==> config.mk <==
export PLATFORM = sky130hd
export DESIGN_NAME = stred_queue
export DESIGN_NICKNAME = d
export VERILOG_FILES = /design/src/design/stred_queue.sv
export SDC_FILE = /design/constraint.sdc
export NUM_CORES = 1
export LEC_CHECK = 0
export BUFFER_PORTS_ARGS = -buffer_cell sky130_fd_sc_hd__buf_2
export CAP_MARGIN = 5
export CORE_MARGIN = 2
export CORE_UTILIZATION = 47
export CTS_CLUSTER_DIAMETER = 30
export DETAILED_ROUTE_END_ITERATION = 6
export PLACE_DENSITY = 0.7
export SETUP_SLACK_MARGIN = 0.1
export SLEW_MARGIN = 20
export SYNTH_ARGS = -nofsm -noshare
export SYNTH_HDL_FRONTEND = slang
export SYNTH_SLANG_ARGS = --single-unit
==> constraint.sdc <==
create_clock -name clk -period 5.09 [get_ports clk]
set_input_delay 1.018 -clock clk [delete_from_list [all_inputs] [get_ports clk]]
set_output_delay 1.018 -clock clk [all_outputs]
set_load 0.005 [all_outputs]
==> src/design/stred_queue.sv <==
// Small register FIFO used as the hand-off queue and as the result buffer.
// Depends on nothing; width and depth come from the instantiating module.
module stred_queue #(
  parameter int WIDTH = 8,
  parameter int DEPTH = 4
) (
  input  logic                       clk,
  input  logic                       rst,
  input  logic                       in_valid,
  output logic                       in_ready,
  input  logic [WIDTH-1:0]           in_data,
  output logic                       out_valid,
  input  logic                       out_ready,
  output logic [WIDTH-1:0]           head_data,
  output logic [$clog2(DEPTH+1)-1:0] count
);

  localparam int PTR_W = (DEPTH > 1) ? $clog2(DEPTH) : 1;
  localparam int CNT_W = $clog2(DEPTH + 1);

  logic [WIDTH-1:0] slots [DEPTH];
  logic [PTR_W-1:0] wr_ptr;
  logic [PTR_W-1:0] rd_ptr;
  logic             push;
  logic             pop;

  assign in_ready  = count < CNT_W'(DEPTH);
  assign out_valid = count != '0;
  assign head_data = slots[rd_ptr];
  assign push      = in_valid && in_ready;
  assign pop       = out_valid && out_ready;

  always_ff @(posedge clk) begin
    if (push) begin
      slots[wr_ptr] <= in_data;
    end
  end

  always_ff @(posedge clk) begin
    if (rst) begin
      wr_ptr <= '0;
      rd_ptr <= '0;
      count  <= '0;
    end else begin
      if (push) begin
        wr_ptr <= (wr_ptr == PTR_W'(DEPTH - 1)) ? '0 : wr_ptr + PTR_W'(1);
      end
      if (pop) begin
        rd_ptr <= (rd_ptr == PTR_W'(DEPTH - 1)) ? '0 : rd_ptr + PTR_W'(1);
      end
      if (push && !pop) begin
        count <= count + CNT_W'(1);
      end else if (pop && !push) begin
        count <= count - CNT_W'(1);
      end
    end
  end

endmodule

==> results by stage, run 1 <==
Finish:
- Cells with a size suffix above 1 make up 35.9% of the layout.
- The antenna diode count is 0.
- The most common cell after layout, fill and taps aside is sky130_fd_sc_hd__edfxtp_1.
- The final standard cell utilization of the core is a little under three fifths.
- The layout has 284 filler cells.
- Summing all flip-flop and latch instances after layout gives 0.00114 sq mm.
- For this run, the post-layout net count is approximately 140.
- In the layout the commonest cells are 32 x sky130_fd_sc_hd__edfxtp_1, 24 x sky130_fd_sc_hd__buf_2, 9 x sky130_fd_sc_hd__dfxtp_1, 8 x sky130_fd_sc_hd__mux4_2.
- Compared with the post-synthesis result, the final layout area differs by 14.5%.
- The total area of multi-input combinational cells is roughly 450 sq um.
- The number of standard cells in the layout, taps in and fillers out is ~160.

Critical path:
- Traced cell by cell, the critical path runs through mux4_2, buf_2.
- The critical path's largest stage delay is 0.69 ns.
- STA classifies the critical path endpoint as an output port.
- The data arrival time at the worst-slack endpoint is 1.76 ns.
- The setup path with the least slack is of type reg2out.
- For the worst setup path, the data required time is 4.07 ns.
- The slack of the worst reg-to-reg path is slightly below 3 ns.
- The startpoint of the most critical register-to-register path is count[2].
- The reg-to-reg critical path endpoint is count[2].
- The largest fanout of any net on the critical path is 8.
- Counting cells, the worst reg-to-reg path comes to 7.
- The largest individual stage delay along the critical path comes from the cell sky130_fd_sc_hd__dfxtp_1.
- STA classifies the critical path startpoint as a flip-flop.

Detailed routing:
- The number of DRC violations after detailed routing is 0.
- The final layout contains routed wiring with a total length of about 2.3 mm.
- The vias per cell is 4.87.
- For this block, the initial DRC count from the detailed router was 27.
- The number of vias in the routed layout is around 790.
- The detailed-routing iteration count for the pre-antenna-repair pass is 4.
- The post-detailed-route count of antenna-violating nets is 0.
- The post-detailed-route wirelength per cell is approximately 14 microns.

Global route:
- Global routing finished with a remaining overflow of 0.
- The number of antenna violations at the first check in global routing is 0.
- The pin count of the biggest net entering global routing is 14.
- The number of global-route vias before repair came to between 800 and 900.
- In the global route stage, overall resource usage came out at about 14%.
- The first global-routing pass estimated between 3 and 4 mm of wire.

Clock tree:
- The longest clock path from root to sink contains 2 buffers.
- CTS built an H-tree with a depth of 2.
- After clock tree synthesis, the clock-pin slew on the worst setup and hold paths is about 0.11 ns.
- The root buffer cell chosen for the clock tree is sky130_fd_sc_hd__clkbuf_4.
- The quantity of hold-fixing buffers added after cts is 0.
- The clock net sink count is 41.
- Buffers inserted during clock tree synthesis total 5.
- The latest clock arrival within the worst-skew pair is 0.34 ns.
- After clock tree synthesis, the setup repair step added 0 buffers.
- The TritonCTS clock tree is done.
- After clock tree synthesis, the repair step resized 0 gates.

Synthesis:
- The combinational family with the most area after synthesis is multiplexers.
- Summing the areas of all compound-gate instances in the mapped netlist gives between 2 and 2.5% of the synthesized area.
- Summing the areas of all xor and xnor instances in the mapped netlist gives 1.08% of the synthesized area.
- The part of the Yosys area used for sequential elements is a little over two thirds.
- The number of cells produced by synthesis is 88.
- The number of warnings issued by yosys is 0.
- Of the post-synthesis cell area, the part taken by muxes is between 10% and 20%.
- The synthesized netlist devotes 5.87% of its cell area to adder and majority cells.
- The distinct cell type count of the synthesized netlist is 20.
- The number of nets in the synthesized netlist is between 100 and 150.
- The combined area of all synthesized cells is 0.00162 sq mm.
- The synthesized netlist devotes about 4.8% of its cell area to simple gates.
- The synthesized design contains 41 register bits.
- The average instance in the mapped netlist occupies 18.4 sq um.

Power and ir drop:
- The internal portion of total power is ~0.6 mW.
- The reported leakage power is 0.687 nW.
- In this run the power spent charging and discharging nets is between 0.2 and 0.25 mW.
- In this run, the clock network consumes between 20% and 30% of the power.
- The share of total power in combinational logic is 23.4%.
- IR analysis of the VDD net gives a maximum drop of ~0.23 mV.
- The total power divided by cell area is between 400 and 500 mW/mm^2.
- The sequential group share of total power is 54.7%.
- Net switching is between 20% and 30% of the power.

Worst hold path:
- Along the worst hold path, the cell count comes to 2.
- The start point of the worst hold path is rd_ptr[0].
- The path class of the tightest hold or removal check is reg2reg.
- The path with the worst hold slack has its endpoint at rd_ptr[0].

Run:
- Max-cap violations in this run came to 0.

Placement:
- After legalization and detailed placement, the total HPWL measured between 1.5 and 2 mm.
- Prior to clock tree synthesis, the placed netlist has a worst setup slack of around 2.2 ns.
- Routability-driven placement finished with a final weighted congestion of roughly 0.65.
- Input and output buffers added on the ports amount to 24.
- The instance count after placement with tap cells included is ~160.

STA:
- For the pin with the worst max-slew slack, the measured transition is around 0.55 ns.
- The number of pins exceeding their max-slew limit in the final report is 0.
- Setup violations remaining at the end of the flow were counted as 0.
- The final critical-path required period is around 2.8 ns.
- On the final layout, the worst clock skew is slightly below 0.006 ns.
- In the post-route analysis, the smallest setup slack over all paths is 2.32 ns.
- The final sum of negative setup slack is 0 ns.
- Measured against its own limit, the worst slew margin works out to 63.1%.
- On the final layout, the worst hold slack is about 0.51 ns.
- Setup repair after global routing left no endpoint under its margin.
- The number of hold violations in the final report came to 0.
- The worst path uses between 50% and 60% of the clock period.
- Timing would allow up to around 0.36 GHz.

Floorplanning:
- From left edge to right edge, the die measures roughly 63 microns.
- Row generation in the floorplan step produced 21 rows.
- The I/O pin total is 25.
- The core area is 0.00331 sq mm.
- Measured along the y axis, the die boundary spans 62.7 microns.
- The initial cell density of the core is between 40% and 50%.
- The die area is ~0.0039 sq mm.

Run status:
- The run finished with clean final reports.
==> per-stage QoR <==
step                      instance area [sq um]  power [mW]
after floorplan                            1620       0.585
after global placement                     1780       0.648
after detailed placement                   1780       0.657
after CTS                                  1860       0.838
after global routing                       1860       0.878
final                                      1860       0.822
==> cell type report <==
cell class	count	share of cell area, %
clock inverter	1	0.270
tap	46	3.10
multi-input combinational	40	24.3
inverter	4	0.809
sequential	41	61.5
clock buffer	7	3.57
timing repair buffer	24	6.47
==> power by group through the flow <==
stage	sequential (mW)	combinational, mW	clock [mW]
after global placement	0.458	0.190	0
after detailed placement	0.460	0.197	0
after CTS	0.453	0.196	0.189
final	0.450	0.192	0.180
after floorplan	0.437	0.148	0
after global routing	0.460	0.213	0.204
==> per-layer routing <==
metal  global-route usage [%]  up-vias  wire (microns)
li1                         -      386               -
met1                     15.9      384            1010
met2                     22.6       23            1170
met3                     6.31        0             135
met4                     6.67        0               0
met5                        0        -               0
==> worst max-delay path: cells and delay by family (launching register included) <==
kind                   cells  cell delay, ns
DFF                        1            0.69
buffers and inverters      1            0.14
muxes                      1            0.59
==> worst max-delay path by stage <==
stage	endpoint	slack [ns]
2_1_floorplan	count[2]	2.59
3_3_place_gp	count[2]	2.32
3_5_place_dp	count[2]	2.24
4_1_cts	head_data[4]	2.26
5_1_grt	head_data[4]	2.15
6_report	head_data[4]	2.32
==> state kept, by name, indices dropped and copies added, names as in the netlist, named ones only <==
register and cells:
count 3, rd_ptr 2, slots 32, wr_ptr 2
==> cells in the mapped netlist <==
master                     count  area [sq um]
sky130_fd_sc_hd__nand2_1       1          3.75
sky130_fd_sc_hd__nor2b_1       1          6.26
sky130_fd_sc_hd__inv_1         4          15.0
sky130_fd_sc_hd__edfxtp_1     32           961
sky130_fd_sc_hd__o31ai_4       1          21.3
sky130_fd_sc_hd__xor2_1        2          17.5
sky130_fd_sc_hd__or3_1         2          12.5
sky130_fd_sc_hd__mux2i_1       4          40.0
sky130_fd_sc_hd__o21ai_0       1          5.00
sky130_fd_sc_hd__or3_2         1          7.51
sky130_fd_sc_hd__dfxtp_1       9           180
sky130_fd_sc_hd__a21oi_2       1          8.76
sky130_fd_sc_hd__buf_2         2          10.0
sky130_fd_sc_hd__and2_1        4          25.0
sky130_fd_sc_hd__ha_1          6          75.1
sky130_fd_sc_hd__a21oi_1       1          5.00
sky130_fd_sc_hd__clkbuf_1      1          3.75
sky130_fd_sc_hd__mux4_2        8           180
sky130_fd_sc_hd__fa_1          1          20.0
sky130_fd_sc_hd__nor2_1        6          22.5
==> kinds of logic after synthesis <==
| family | after synthesis |
|---|---|
| multiplexers | 12 |
| flip-flops | 41 |
| XOR/XNOR | 2 |
| AO/OA/AOI/OAI | 4 |
| buffers and inverters | 7 |
| AND/OR/NAND/NOR | 15 |
| adder cells (fa/ha/maj) | 7 |
Power figures use the tool's default switching activity.
==> run 2, diff against run 1 <==
==> constraint.sdc (replaced) <==
create_clock -name clk -period 2.9 [get_ports clk]
set_input_delay 0.58 -clock clk [delete_from_list [all_inputs] [get_ports clk]]
set_output_delay 0.58 -clock clk [all_outputs]
set_load 0.005 [all_outputs]
==> results by stage, run 2 (synthesis gave the netlist of run 1 again) <==
STA:
- The worst slew slack as a fraction of its limit is 63.3% (+0.25 points).
- The number of pins exceeding their max-slew limit in the final report is 0 (unchanged).
- After layout, the worst path uses 80.0% of the clock period.
- The final number of setup-violating endpoints is 0 (unchanged).
- The final critical-path required period is ~2.3 ns.
- The setup clock skew after layout is 0.0115 ns (+0.00561 ns).
- The final sum of negative setup slack is 0 ns (unchanged).
- Derived from the worst setup path, the maximum achievable clock frequency is 0.431 GHz.
- Setup repair after global routing left no endpoint under its margin.
- The number of hold violations in the final report came to 0 (unchanged).
- The slew at the pin closest to its max-slew limit came to 0.550 ns (-0.00367 ns).

Run:
- The number of maximum-capacitance violations is 0 (unchanged).

Critical path:
- The kind of end point of the critical path is an output port.
- The data arrival time at the worst-slack endpoint is 1.74 ns (-0.02 ns).
- The critical path startpoint category is a flip-flop.
- The required arrival time at the worst endpoint came to 2.32 ns (-1.75 ns).
- The worst register-to-register path begins at count[2].
- The critical path's largest stage delay is 0.68 ns (about the same).
- The largest fanout of any net on the critical path came to 8 (unchanged).
- For this design, the slowest cell found on the critical path is sky130_fd_sc_hd__dfxtp_1.
- The slack of the worst reg-to-reg path is 0.71 ns (-2.23 ns).
- The depth of the most critical reg-to-reg path is 7 (unchanged).
- The critical path is of the reg2out type.
- Traced cell by cell, the critical path runs through mux4_2, buf_2.
- The reg-to-reg critical path endpoint is count[2].

Floorplanning:
- The core area came to 0.00331 sq mm (unchanged).
- The initial cell density of the core is 48.9% (unchanged).
- The die area is 0.00393 sq mm (unchanged).
- The x dimension of the die is 62.7 microns (unchanged).
- The height of the chip was 62.7 microns (unchanged).
- The placement row count is 21 (unchanged).
- The I/O pin total is 25 (unchanged).

Detailed routing:
- The first-iteration detailed-routing DRC count is 22 (-19%).
- The post-detailed-route wirelength per cell is 14.2 microns (+0.26%).
- The post-detailed-route count of antenna-violating nets is 0 (unchanged).
- The number of vias in the routed layout is 804 (+1.4%).
- The vias per cell is 4.93 (+1.4%).
- The total wire length is 2.32 mm (+0.26%).
- The number of DRC violations after detailed routing is 0 (unchanged).
- The detailed-routing iteration count for the pre-antenna-repair pass is 4 (unchanged).

Placement:
- The final RePlAce weighted congestion came to 0.650 (unchanged).
- The port buffer count is 24 (unchanged).
- The HPWL after detailed placement is 1.61 mm (-1.4%).

Global route:
- The first-pass GRT wire length is 3.73 mm (-4.4%).
- The pin count of the biggest net entering global routing is 13 (-1).
- The number of antenna violations at the first check in global routing is 0 (unchanged).
- The sum of overflow across all layers after global routing was 0 (unchanged).
- The number of global-route vias before repair is 788 (-5.3%).
- The aggregate global-route resource usage was 13.1% (-0.90 points).

Run status:
- The flow ran to the end, and the final reports show no timing, DRC or antenna violations.

Clock tree:
- The number of gates resized after CTS is 0 (unchanged).
- The clock transition at the register clock pins on the worst setup and hold paths after CTS was 0.11 ns (about the same).
- The latest clock arrival within the worst-skew pair is 0.34 ns (about the same).
- The maximum clock insertion buffer count was 2 (unchanged).
- The total setup buffers inserted after CTS is 0 (unchanged).
- TritonCTS built the clock tree.
- The number of buffers created by CTS is 5 (unchanged).
- The number of H-tree branching levels is 2 (unchanged).
- The quantity of hold-fixing buffers added after cts is 0 (unchanged).
- The clock net sink count came to 41 (unchanged).
- The root buffer cell is sky130_fd_sc_hd__clkbuf_4.

Finish:
- The antenna diode count is 0 (unchanged).
- The library cell used most frequently in the layout, excluding fill and tap cells, is sky130_fd_sc_hd__edfxtp_1.
- The largest registers in the layout are slots: 32 flops, count: 3 flops.
- The net total in the final layout is 135 (unchanged).
- The area growth from synthesis to layout is 13.2%.
- The library cells used most frequently in the layout, excluding fill and tap cells, are 32 x sky130_fd_sc_hd__edfxtp_1, 24 x sky130_fd_sc_hd__buf_2, 9 x sky130_fd_sc_hd__dfxtp_1, 8 x sky130_fd_sc_hd__mux4_2.
- slots holds more flip-flops than any other register.
- The layout cell share with drive strength beyond 1 is 35.0% (-0.85 points).
- The number of flip-flops under the largest register name is 32 (unchanged).
- The final standard cell utilization of the core is 55.4% (-0.64 points).

Worst hold path:
- For hold timing, the worst endpoint is slots[1][7].
- The worst hold path stage count is 1 (-1).
- The start point of the worst hold path is in_data[7].
- The min-delay analysis places its worst path in the category in2reg.

Power and ir drop:
- The worst IR drop on VDD came to 0.365 mV (+56%).
- The total power divided by cell area came to 755 mW/mm^2 (+70%).
- The reported leakage power is 0.677 nW (-1.5%).
## run 2: critical path, delay by kind of cell, from the launching register on
kind,cells,cell delay (ns)
muxes,1,0.58
DFF,1,0.68
buffers and inverters,1,0.14
## run 2: cell type report
class / instances / area [sq um]
fillers: 273 / 1480
clock inverters: 3 / 12.5
well taps: 46 / 57.6
clock buffers: 5 / 37.5
flip-flops and latches: 41 / 1140
inverters: 4 / 15.0
multi-input cells: 40 / 450
repair buffers: 24 / 120
## run 2: how the worst max path moves through the flow
stage	cells after the start	slack, ns	startpoint	to
4_1_cts	2	0.52	flip-flop	head_data[7]
5_1_grt	2	0.46	flip-flop	head_data[4]
6_report	2	0.58	flip-flop	head_data[4]
3_3_place_gp	8	0.57	in_valid	count[2]
3_5_place_dp	8	0.47	in_valid	count[2]
2_1_floorplan	8	0.84	in_valid	count[2]
## run 2: stage by stage
step           setup WS (ns)  power [mW]  area (sq um)  std cells  hold slack [ns]
2_1_floorplan          0.838        1.03          1620         88            0.462
3_3_place_gp           0.567        1.14          1780        155            0.483
3_5_place_dp           0.467        1.15          1780        155            0.501
4_1_cts                0.525        1.41          1830        163            0.438
5_1_grt                0.456        1.46          1830        163            0.438
6_report               0.580        1.39          1830        163            0.445
## run 2: layer usage
layer / up-vias / GRT usage (%) / share of wire, %
li1: 390 / - / -
met2: 25 / 19.4 / 48
met1: 383 / 17.1 / 44
met4: 0 / 7.50 / 2.1
met3: 6 / 4.14 / 5.4
met5: - / 0 / 0
## run 2: where the power goes
part | internal (mW) | switching (mW) | leakage (nW)
clock network | 0.0877 | 0.168 | 0.0300
registers | 0.714 | 0.0767 | 0.367
logic | 0.196 | 0.143 | 0.280
