<file path="src/design/stred_pkg.sv">
// Shared types and constants for the strided tensor reduction block.
// Used by stred_front, stred_back and the top level; depends on nothing else.
package stred_pkg;

  localparam int MAX_INNER_DEF = 256;
  localparam int ACC_WIDTH_DEF = 48;

  localparam int SAMPLE_W   = 32;
  localparam int INDEX_W    = 16;
  localparam int CFG_DATA_W = 17;
  localparam int CFG_IDX_W  = 2;
  localparam int STRIDE_W   = 9;
  localparam int QUEUE_DEPTH = 4;
  localparam int OUT_DEPTH   = 8;

  // Reduction modes; codes five to seven fall back to sum.
  localparam logic [2:0] MODE_SUM    = 3'd0;
  localparam logic [2:0] MODE_MEAN   = 3'd1;
  localparam logic [2:0] MODE_MIN    = 3'd2;
  localparam logic [2:0] MODE_MAX    = 3'd3;
  localparam logic [2:0] MODE_ARGMAX = 3'd4;

  // Register indexes on the configuration port.
  localparam logic [CFG_IDX_W-1:0] CFG_MODE       = 2'd0;
  localparam logic [CFG_IDX_W-1:0] CFG_REDUCE_LEN = 2'd1;
  localparam logic [CFG_IDX_W-1:0] CFG_STRIDE     = 2'd2;
  localparam logic [CFG_IDX_W-1:0] CFG_MEAN_SCALE = 2'd3;

  typedef struct packed {
    logic [2:0]  mode;
    logic [15:0] reduce_len;
    logic [8:0]  inner_stride;
    logic [16:0] mean_scale;
  } cfg_t;

  // One classified element as it travels from the front end to the back end.
  typedef struct packed {
    logic signed [SAMPLE_W-1:0] sample;
    logic [INDEX_W-1:0]         rpos;
    logic                       first;
    logic                       emit;
    logic                       last;
  } item_meta_t;

  localparam int META_W = $bits(item_meta_t);

  typedef struct packed {
    logic               last;
    logic [INDEX_W-1:0] index;
    logic [31:0]        value;
  } result_t;

  localparam int RESULT_W = $bits(result_t);

endpackage

</file>
<file path="src/design/stred_front.sv">
// Front end: tracks inner and reduce positions and classifies each element.
// Depends on stred_pkg for the configuration and item types.
module stred_front #(
  parameter int MAX_INNER = 256,
  parameter int ADDR_W    = 8
) (
  input  logic                     clk,
  input  logic                     rst,
  input  stred_pkg::cfg_t          cfg,
  input  logic                     s_axis_tvalid,
  output logic                     s_axis_tready,
  input  logic [31:0]              s_axis_tdata,
  input  logic                     s_axis_tlast,
  output logic                     push_valid,
  input  logic                     push_ready,
  output logic [ADDR_W-1:0]        push_addr,
  output stred_pkg::item_meta_t    push_meta
);
  import stred_pkg::*;

  localparam int CW = (ADDR_W + 1 > STRIDE_W) ? ADDR_W + 1 : STRIDE_W;

  logic [ADDR_W-1:0] inner_pos;
  logic [ADDR_W-1:0] inner_pos_next;
  logic [15:0]       reduce_pos;
  logic [15:0]       reduce_pos_next;
  logic [CW-1:0]     stride_eff;
  logic [CW-1:0]     ip_inc;
  logic [15:0]       rlen_eff;
  logic [16:0]       rp_inc;
  logic              accept;

  assign s_axis_tready = push_ready;
  assign push_valid    = s_axis_tvalid;
  assign accept        = s_axis_tvalid && push_ready;

  always_comb begin
    stride_eff = (cfg.inner_stride == '0) ? CW'(1) : CW'(cfg.inner_stride);
    if (stride_eff > CW'(MAX_INNER)) begin
      stride_eff = CW'(MAX_INNER);
    end
    rlen_eff = (cfg.reduce_len == '0) ? 16'd1 : cfg.reduce_len;
    ip_inc   = CW'(inner_pos) + CW'(1);
    rp_inc   = {1'b0, reduce_pos} + 17'd1;

    inner_pos_next  = inner_pos;
    reduce_pos_next = reduce_pos;
    if (accept) begin
      if (s_axis_tlast) begin
        inner_pos_next  = '0;
        reduce_pos_next = '0;
      end else if (ip_inc >= stride_eff) begin
        // End of a slice: step along the reduced axis.
        inner_pos_next  = '0;
        reduce_pos_next = (rp_inc >= {1'b0, rlen_eff}) ? '0 : rp_inc[15:0];
      end else begin
        inner_pos_next = ip_inc[ADDR_W-1:0];
      end
    end
  end

  always_comb begin
    push_addr        = inner_pos;
    push_meta.sample = s_axis_tdata;
    push_meta.rpos   = reduce_pos;
    push_meta.first  = reduce_pos == '0;
    push_meta.emit   = reduce_pos == (rlen_eff - 16'd1);
    push_meta.last   = s_axis_tlast;
  end

  always_ff @(posedge clk) begin
    if (rst) begin
      inner_pos  <= '0;
      reduce_pos <= '0;
    end else begin
      inner_pos  <= inner_pos_next;
      reduce_pos <= reduce_pos_next;
    end
  end

endmodule

</file>
<file path="config.mk">
export PLATFORM = sky130hd
export DESIGN_NAME = stred_front
export DESIGN_NICKNAME = d
export VERILOG_FILES = /design/src/design/stred_pkg.sv /design/src/design/stred_front.sv
export SDC_FILE = /design/constraint.sdc
export NUM_CORES = 1
export LEC_CHECK = 0
export BUFFER_PORTS_ARGS = -buffer_cell sky130_fd_sc_hd__buf_4
export CAP_MARGIN = 10
export CORE_MARGIN = 2
export CORE_UTILIZATION = 42
export CTS_CLUSTER_DIAMETER = 60
export DETAILED_ROUTE_END_ITERATION = 10
export GPL_TIMING_DRIVEN = 0
export HOLD_SLACK_MARGIN = 0.08
export PLACE_DENSITY = 0.81
export SYNTH_ARGS = -nofsm -noshare
export SYNTH_HDL_FRONTEND = slang
export SYNTH_SLANG_ARGS = --single-unit
</file>
<file path="constraint.sdc">
create_clock -name clk -period 3.35 [get_ports clk]
set_clock_uncertainty 0.05 [all_clocks]
set_input_delay 0.5025 -clock clk [delete_from_list [all_inputs] [get_ports clk]]
set_output_delay 0.5025 -clock clk [all_outputs]
set_load 0.05 [all_outputs]
</file>
==> flow_summary.toml, run 1 <==
[logic_synthesis]
synthesis.area_sq_um = 2810
synth_fp_nets = 473
synth_top_family_by_area = "simple AND/OR/NAND/NOR gates"
ys.flop_type = "dfxtp_1"
synth-compound-area-share_pct = 15.2
yosys-top-cells-count = "nand2_1, buf_4, ha_1"
syn_avg_cell_area_sq_um = 7.77
ys_async_sr_fraction_pct = 0
syn_inst = 361
synth_top_area_cell = "dfxtp_1"
synth_cell_types = 55
synth-seq-cells = 24
ys_top_cells_by_area = "dfxtp_1, ha_1, buf_4, xnor2_1, xor2_1"
yosysMostFrequentCell = "nand2_1"
synth_edf_count = 0
synth_fa_ha_area_share_pct = 13.4
synth_top_area_share_pct = 17.1
synth_xor_xnor_area_share_pct = 12.8
synth_simple_gate_area_share_pct = 25.9
synth_warnings = 0
ys_seq_area_share_pct = 17.1
muxShareOfSynthArea_pct = 1.11

[sta]
hold_viol = 0
setup_violations = 1
period_needed_ps = 3360
slew_viol_final = 0
holdWs_ps = 414
worst_pin_slew_ps = 613
setup_slack_ps = -9.35
fin_setup_tns_ps = -9.35
clock.fmax_mhz = 298
slew_headroom_pct = 58.8
rsz0062_at_grt = "yes"
fin_crit_sh_pct = 100

[cts]
clock_sinks = 24
cts_tree = "built"
clk_latency_ps = 260
path_clk_slew_ps = 80
numCtsBuffers = 3
cts_root_buf = "clkbuf_8"
clock_path_buffers = 2
htreeDepth = 1

[global_routing]
antenna_found_initial = 0
grt_max_degree = 13
grt_use_total_pct = 19.5
met1_usage_pct = 23.7
grt_overflow = 0
grt_pass1_wl_mm = 11.9
grt-busiest-layer = "met2"
gr-usage-met3_pct = 3.46
grtUsageMet2_pct = 35.5
grt_pass1_vias = 2647

[floorplan]
die_area_sq_um = 7350
rows = 29
fp.coreArea_sq_um = 6420
io_pins = 143
die_h_um = 85.7
dieWidth_um = 85.7
initial_core_util_pct = 43.7

[setup_path]
cp-end-kind = "output pin"
required_ps = 2800
critical_path_class = "in -> out"
crit_fanout = 5
crit_arrival_ps = 2810
worstSetupStartpointType = "input pin"

[place]
pre_cts_ws_ps = -293
placed_cell_area_sq_um = 3580
numPortBuffers = 89
hpwl_mm = 6.12
place_congestion = 0.921

[routing]
postRouteAntennaNets = 0
viasPerCell = 5.43
wire_per_inst_um = 13.9
drcViolationCount = 7
first_iter_violations = 155
first_pass_iters = 8
vias = 2908
wl_mm = 7.45

[pwr]
peakVddDrop_uv = 210
combinationalPowerShare_pct = 39.6
switching_share_pct = 35.5
p_clk_share_pct = 22.1
pwr-share-seq_pct = 38.4
power.internal_uw = 488
power_density_nw_per_um2 = 202
p_switching_uw = 268
power_leakage_nw = 1.82

[min_path]
hold_class = "in -> reg"

[finish]
nFillCells = 568
layout.nets = 573
drive_gt1_share_pct = 37.7
multiInputGateArea_sq_um = 1990
antenna_cells = 0
final_area_sq_um = 3740
seqCellArea_sq_um = 483
syn_to_final_growth_pct = 33.4

[run_status]
status = "finished, violations left"
violations = "DRC, setup timing"

[job]
drv_cap = 0
==> worst paths after layout <==
check,from,end,slack [ps],cells after the start
setup / recovery,cfg[40],push_meta[1],-9,12
hold / removal,rst,push_addr[1]$_SDFFE_PP0P_,410,2
setup reg to reg,reduce_pos[0]$_SDFFE_PP0P_,reduce_pos[9]$_SDFFE_PP0P_,130,12
hold reg to reg,push_addr[1]$_SDFFE_PP0P_,push_addr[1]$_SDFFE_PP0P_,460,2
==> state kept, by name (all words and copies together), names as in the netlist <==
| signal | flops |
|---|---|
| push_addr | 8 |
| reduce_pos | 16 |
==> kinds of logic after synthesis <==
logic type | Yosys count
AND/OR/NAND/NOR | 133
adder cells (fa/ha/maj) | 30
AO/OA/AOI/OAI | 61
flip-flops | 24
XOR/XNOR | 41
buffers and inverters | 69
multiplexers | 3
==> timing repair <==
item | in CTS | in global routing
resized for setup | 7 | 12
hold buffers | 0 | 0
setup buffers | 1 | 7
pin swaps | 1 | 8
cloned | 0 | 0
setup endpoints to repair | 12 | 17
==> power groups by stage <==
stage | Combinational, mW | Clock [mW] | Sequential [mW]
after floorplan | 0.189 | 0 | 0.302
after global placement | 0.283 | 0 | 0.297
after detailed placement | 0.288 | 0 | 0.297
after CTS | 0.292 | 0.174 | 0.290
after global routing | 0.319 | 0.188 | 0.291
final | 0.299 | 0.167 | 0.290
==> per-layer routing <==
layer	part of all wire, %	up-vias
met5	0	-
met4	1.3	0
met3	6.6	12
met2	51	110
met1	41	1349
li1	-	1437
==> layout make-up <==
class | instances | share of cell area, %
repair buffers | 97 | 19.6
inverters | 23 | 2.31
clock buffers | 3 | 1.10
multi-input cells | 268 | 53.1
flip-flops and latches | 24 | 12.9
plain buffers | 44 | 8.39
well taps | 77 | 2.57
==> critical path: stages <==
cell	delay, ps
buf_4	130
or4_4	570
nor2_4	170
a21oi_2	80
ha_2	190
or3b_4	260
nor3_1	60
xnor2_1	130
nand4b_1	130
nor3_1	200
o2111a_2	240
buf_8	140
==> per-stage QoR <==
step	util (%)	std cells	total power, mW
floorplan	-	361	0.491
global placement	55.7	527	0.580
detailed placement	55.7	527	0.585
CTS	56.8	531	0.755
global route	58.3	536	0.799
finish	58.3	536	0.756
==> cells in the final DEF, fill, tap and decap left out, types with 4 or more instances in the layout <==
cell type / count
a211oi_1: 6
a21o_1: 7
a21oi_1: 12
a22o_1: 9
and3_1: 4
and4_1: 4
buf_4: 132
dfxtp_1: 22
ha_1: 28
inv_1: 22
nand2_1: 37
nand3_1: 13
nand4_1: 4
nor2_1: 24
nor3_1: 8
nor4_1: 6
o21ai_0: 9
o31ai_1: 4
xnor2_1: 24
xor2_1: 17
(Power assumes the default switching activity.)
==> inputs of run 2 (changes only) <==
RECOVER_POWER = 25   (was not set)
==> run 2 against run 1 <==
Effect of this change: sequential power hardly changed; die area stayed put; cell count stayed put; the run still ends with DRC, setup timing left; critical path depth stayed put; first-iteration DRC count is 25% higher.
==> flow_summary.toml, run 2 (same netlist as run 1, synthesis figures left out) <==
[run_status]
status = "finished, violations left"
violations = "DRC, setup timing"

[finish]
largest_register_ffs = 16
final_common_cell = "buf_4"
layout.nets = 573
antenna_cells = 0
drive_gt1_share_pct = 33.1
syn_to_final_growth_pct = 30.6
top_register = "reduce_pos"
final_cell_mix = "buf_4, nand2_1, ha_1"
post-route-util_pct = 57.1
final_area_sq_um = 3670

[min_path]
hold_start = "rst"
hold_class = "in -> reg"
hold_path_end = "push_addr[2]$_SDFFE_PP0P_"
hold_path_depth = 2

[sta]
rsz0062_at_grt = "yes"
clock.fmax_mhz = 297
slew_headroom_pct = 58.4
fin_setup_tns_ps = -17.9
hold_viol = 0
setup_slack_ps = -17.9
holdWs_ps = 409
worst_pin_slew_ps = 619
fin_crit_sh_pct = 101
period_needed_ps = 3370
setup_violations = 1
slew_viol_final = 0

[routing]
vias = 2927
first_iter_violations = 193
viasPerCell = 5.46
drcViolationCount = 7
first_pass_iters = 7
top_layer_used = "met4"
routed-wl-met2_mm = 3.75
wire_per_inst_um = 13.9
wl_met1_mm = 3.12
wl_met3_um = 452
postRouteAntennaNets = 0
wl_mm = 7.46

[place]
numPortBuffers = 89
hpwl_mm = 6.12
place_congestion = 0.921
placed_cell_area_sq_um = 3580

[global_routing]
grt_pass1_vias = 2647
grt_max_degree = 13
antenna_found_initial = 0
grt_use_total_pct = 19.5
grt_pass1_wl_mm = 11.9
grt_overflow = 0

[setup_path]
crit_arrival_ps = 2820
worstSetupStartpointType = "input pin"
worstReg2RegStart = "reduce_pos[0]$_SDFFE_PP0P_"
required_ps = 2800
reg2reg_slack_ps = 100
cp-end-kind = "output pin"
crit_fanout = 5
worst_r2r_endpoint = "reduce_pos[9]$_SDFFE_PP0P_"
critical_path_class = "in -> out"
worst-r2r-cell-count = 12

[cts]
clock_sinks = 24
hold_buffers = 0
path_clk_slew_ps = 80
clk_latency_ps = 260
cts_tree = "built"
cts_root_buf = "clkbuf_8"
clock_path_buffers = 2
numCtsBuffers = 3
htreeDepth = 1

[pwr]
power_leakage_nw = 1.74
p_switching_uw = 269
p_clk_share_pct = 22.5
power_density_nw_per_um2 = 203
p_total_uw = 745
power.internal_uw = 476
combinationalPowerShare_pct = 38.6
peakVddDrop_uv = 210
pwr-share-seq_pct = 39.0
switching_share_pct = 36.1

[job]
drv_cap = 0

[floorplan]
fp.coreArea_sq_um = 6420
rows = 29
die_h_um = 85.7
dieWidth_um = 85.7
initial_core_util_pct = 43.7
die_area_sq_um = 7350
io_pins = 143
-- run 2: cell count changes in the layout (fill, tap and decap cells not counted) --
cell,delta
buf_4,-21
clkbuf_1,+21
-- run 2: worst max path at each step --
| stage | start | end | slack [ps] |
|---|---|---|---|
| 2_1_floorplan | reduce_pos[5]$_SDFFE_PP0P_ | reduce_pos[2]$_SDFFE_PP0P_ | -30 |
| 5_1_grt | cfg[34] | push_meta[1] | -120 |
| 3_5_place_dp | cfg[37] | push_meta[1] | -290 |
| 4_1_cts | cfg[34] | push_meta[1] | -80 |
| 6_report | cfg[40] | push_meta[1] | -20 |
| 3_3_place_gp | cfg[37] | push_meta[1] | -210 |
-- run 2: metrics by stage --
| stage | setup WS [ps] | std cells |
|---|---|---|
| 2_1_floorplan | -34.5 | 361 |
| 3_3_place_gp | -208 | 527 |
| 3_5_place_dp | -293 | 527 |
| 4_1_cts | -80.7 | 531 |
| 5_1_grt | -124 | 536 |
| 6_report | -17.9 | 536 |
-- run 2: cell type report --
class	instances	area (sq um)
multi-input combinational	268	1990
fill	587	2760
clock buffer	3	41.3
timing repair buffer	97	657
tap	77	96.3
inverter	23	86.3
sequential	24	483
buffer	44	314
-- run 2: power groups by stage --
stage	logic (mW)	registers, mW	clock network, mW
3_3_place_gp	0.283	0.297	0
3_5_place_dp	0.288	0.297	0
6_report	0.287	0.290	0.167
2_1_floorplan	0.189	0.302	0
4_1_cts	0.292	0.290	0.174
5_1_grt	0.307	0.291	0.188
-- run 2: worst max-delay path, stage by stage --
cell and delay, ps:
buf_4 130, or4_4 570, nor2_4 170, a21oi_2 80
ha_2 190, or3b_4 260, nor3_1 60, xnor2_1 130
nand4b_1 130, nor3_1 200, o2111a_2 240, buf_8 140
-- run 2: routing by layer --
metal,GRT usage (%),up-vias
li1,-,1436
met1,23.7,1359
met2,35.5,112
met3,3.46,20
met4,4.47,0
met5,0,-
-- run 2: repair_timing --
action                                  CTS  global route
gates resized for setup                   7            12
endpoints found under the setup margin   12            17
pin swaps                                 1             8
endpoints found under the hold margin     0             0
buffers inserted                          1             7
==> inputs of run 3 (changes only) <==
ABC_AREA = 1   (was not set)
CORE_UTILIZATION = 44   (was 42)
PLACE_DENSITY = 0.82   (was 0.81)
==> run 3 against run 2 <==
Effect of this change: the flow now finishes without violations; utilization increased by 0.94 points; maximum frequency increased by 5.9%; combinational power grew 3%; sequential share of layout area down 1.2 points; first-iteration DRC count increased by 12%; synthesized cell count rose by 38%; count of clock-buffer cells in the layout unchanged; critical path type unchanged; critical endpoint unchanged.
==> flow_summary.toml, run 3 <==
[run_status]
status = "finished, final reports clean"

[floorplan]
die_h_um = 89.0
io_pins = 143
rows = 30
dieWidth_um = 89.0
fp.coreArea_sq_um = 6910
initial_core_util_pct = 46.0
die_area_sq_um = 7910

[finish]
drive_gt1_share_pct = 23.4
final_common_cell = "nand2_1"
antenna_cells = 0
final_cell_mix = "nand2_1, buf_4, inv_1"
fin_cells = 689
final_area_sq_um = 4010
largest_register_ffs = 16
layout.nets = 706
top_register = "reduce_pos"
syn_to_final_growth_pct = 26.2

[routing]
first_iter_violations = 217
wire_per_inst_um = 12.4
viasPerCell = 4.96
wl_mm = 8.56
vias = 3416
postRouteAntennaNets = 0
drcViolationCount = 0
first_pass_iters = 5

[logic_synthesis]
syn_avg_cell_area_sq_um = 6.36
synth_top_area_cell = "dfxtp_1"
synth_edf_count = 0
synth-seq-cells = 24
synth_top_area_share_pct = 15.1
synthesis.area_sq_um = 3180
synth_cell_types = 34
synth_fp_nets = 611
ys_async_sr_fraction_pct = 0
yosys-top-cells-count = "nand2_1, inv_1, nor2_1"
ys.flop_type = "dfxtp_1"
ys_top_cells_by_area = "dfxtp_1, nand2_1, ha_1, buf_4, inv_1"
yosysMostFrequentCell = "nand2_1"
syn_inst = 499
synth_warnings = 0
ys_seq_area_share_pct = 15.1

[sta]
fin_crit_sh_pct = 94.9
slew_headroom_pct = 60.3
fin_setup_tns_ps = 0
worst_pin_slew_ps = 598
clock.fmax_mhz = 314
slew_viol_final = 0
hold_viol = 0
period_needed_ps = 3180
setup_violations = 0
rsz0062_at_grt = "yes"

[cts]
cts_tree = "built"
clk_latency_ps = 280
cts_root_buf = "clkbuf_8"
path_clk_slew_ps = 100
clock_sinks = 24
numCtsBuffers = 3
htreeDepth = 1
clock_path_buffers = 2

[pwr]
peakVddDrop_uv = 118
power_density_nw_per_um2 = 210
switching_share_pct = 34.4
combinationalPowerShare_pct = 35.1
p_clk_share_pct = 30.5
pwr-share-seq_pct = 34.4
power.internal_uw = 553
power_leakage_nw = 2.24
p_switching_uw = 290

[place]
post-place-cells = 684
place_congestion = 0.917
numPortBuffers = 89
hpwl_mm = 7.24
placed_cell_area_sq_um = 3960

[global_routing]
grt_pass1_vias = 3235
grt_overflow = 0
grt_max_degree = 15
antenna_found_initial = 0
grt_use_total_pct = 21.8
grt_pass1_wl_mm = 14.1

[setup_path]
crit_fanout = 4
worstSetupStartpointType = "input pin"
cp-end-kind = "output pin"
required_ps = 2800
critical_path_class = "in -> out"
crit_arrival_ps = 2630

[min_path]
hold_class = "in -> reg"

[job]
drv_cap = 0
run 3: cell count changes in the layout (fill, tap and decap cells not counted), moves of 5 or more:
cell,previous run,this run
nand3_1,13,35
a21oi_1,12,19
a21o_1,7,1
xor2_1,17,30
nand4_1,4,27
a22o_1,9,0
nand2_1,37,118
nor2_1,24,38
buf_4,111,106
a211oi_1,6,1
inv_1,22,73
xnor2_1,24,4
run 3: routing by layer:
metal / part of all wire, % / global-route usage, % / vias to the layer above
met3: 6.0 / 1.48 / 15
met5: 0 / 0 / -
met2: 50 / 39.6 / 117
met4: 1.7 / 5.97 / 0
met1: 43 / 28.0 / 1528
li1: - / - / 1756
run 3: cell type report:
class	count	area [sq um]
buffer	47	340
clock buffer	3	41.3
clock inverter	1	30.0
fill	698	2900
inverter	73	274
multi-input combinational	355	2120
sequential	24	482
tap	96	120
timing repair buffer	90	604
run 3: what timing repair did:
action,4_1_cts,5_1_grt
setup buffers,0,1
pin swaps,0,4
setup endpoints to repair,1,7
hold buffers,0,0
hold endpoints to repair,0,0
resized for setup,1,12
run 3: worst paths after layout:
kind / start / to / slack, ps / depth (start not counted)
hold / removal: rst / reduce_pos[2]$_SDFFE_PP0P_ / 370 / 2
setup reg to reg: reduce_pos[1]$_SDFFE_PP0P_ / reduce_pos[7]$_SDFFE_PP0P_ / 310 / 18
setup / recovery: cfg[33] / push_meta[1] / 170 / 18
hold reg to reg: push_addr[7]$_SDFFE_PP0P_ / push_addr[7]$_SDFFE_PP0P_ / 440 / 2
run 3: kinds of logic (layout without fill, tap and decap cells):
| logic type | count (synthesis) | count (layout) | share of synthesized area [%] |
|---|---|---|---|
| AO/OA/AOI/OAI | 33 | 33 | 6.19 |
| XOR/XNOR | 34 | 34 | 9.38 |
| adder cells (fa/ha/maj) | 30 | 30 | 11.8 |
| buffers and inverters | 120 | 214 | 19.3 |
| flip-flops | 24 | 24 | 15.1 |
| AND/OR/NAND/NOR | 258 | 258 | 38.1 |
run 3: worst max-delay path, stage by stage:
cell     delay [ps]
buf_4           130
nor2_1          110
nand2_2          90
nor2_2          130
nand2_2         100
nand2_4          80
inv_1            40
ha_1            200
nand2_1          90
nor2_2           60
nand2_1          70
xor2_1          200
xor2_1          180
nand3_1          90
nor2_1          150
nand3_1          90
nor2_1          130
buf_6           170
run 3: metrics by stage:
step	setup slack [ps]	util [%]	power, mW	hold WS (ps)
final	170	58.0	0.843	370
after global routing	-15.9	58.0	0.882	371
after CTS	1.91	58.5	0.855	367
after detailed placement	-21.4	57.4	0.600	431
after global placement	25.1	57.4	0.594	423
after floorplan	110	-	0.507	628
run 3: power groups by stage:
stage                     logic, mW  clock network (mW)  registers (mW)
after floorplan               0.205                   0           0.301
after global placement        0.297                   0           0.296
after detailed placement      0.304                   0           0.297
after CTS                     0.305               0.260           0.290
after global routing          0.322               0.270           0.290
final                         0.296               0.257           0.290
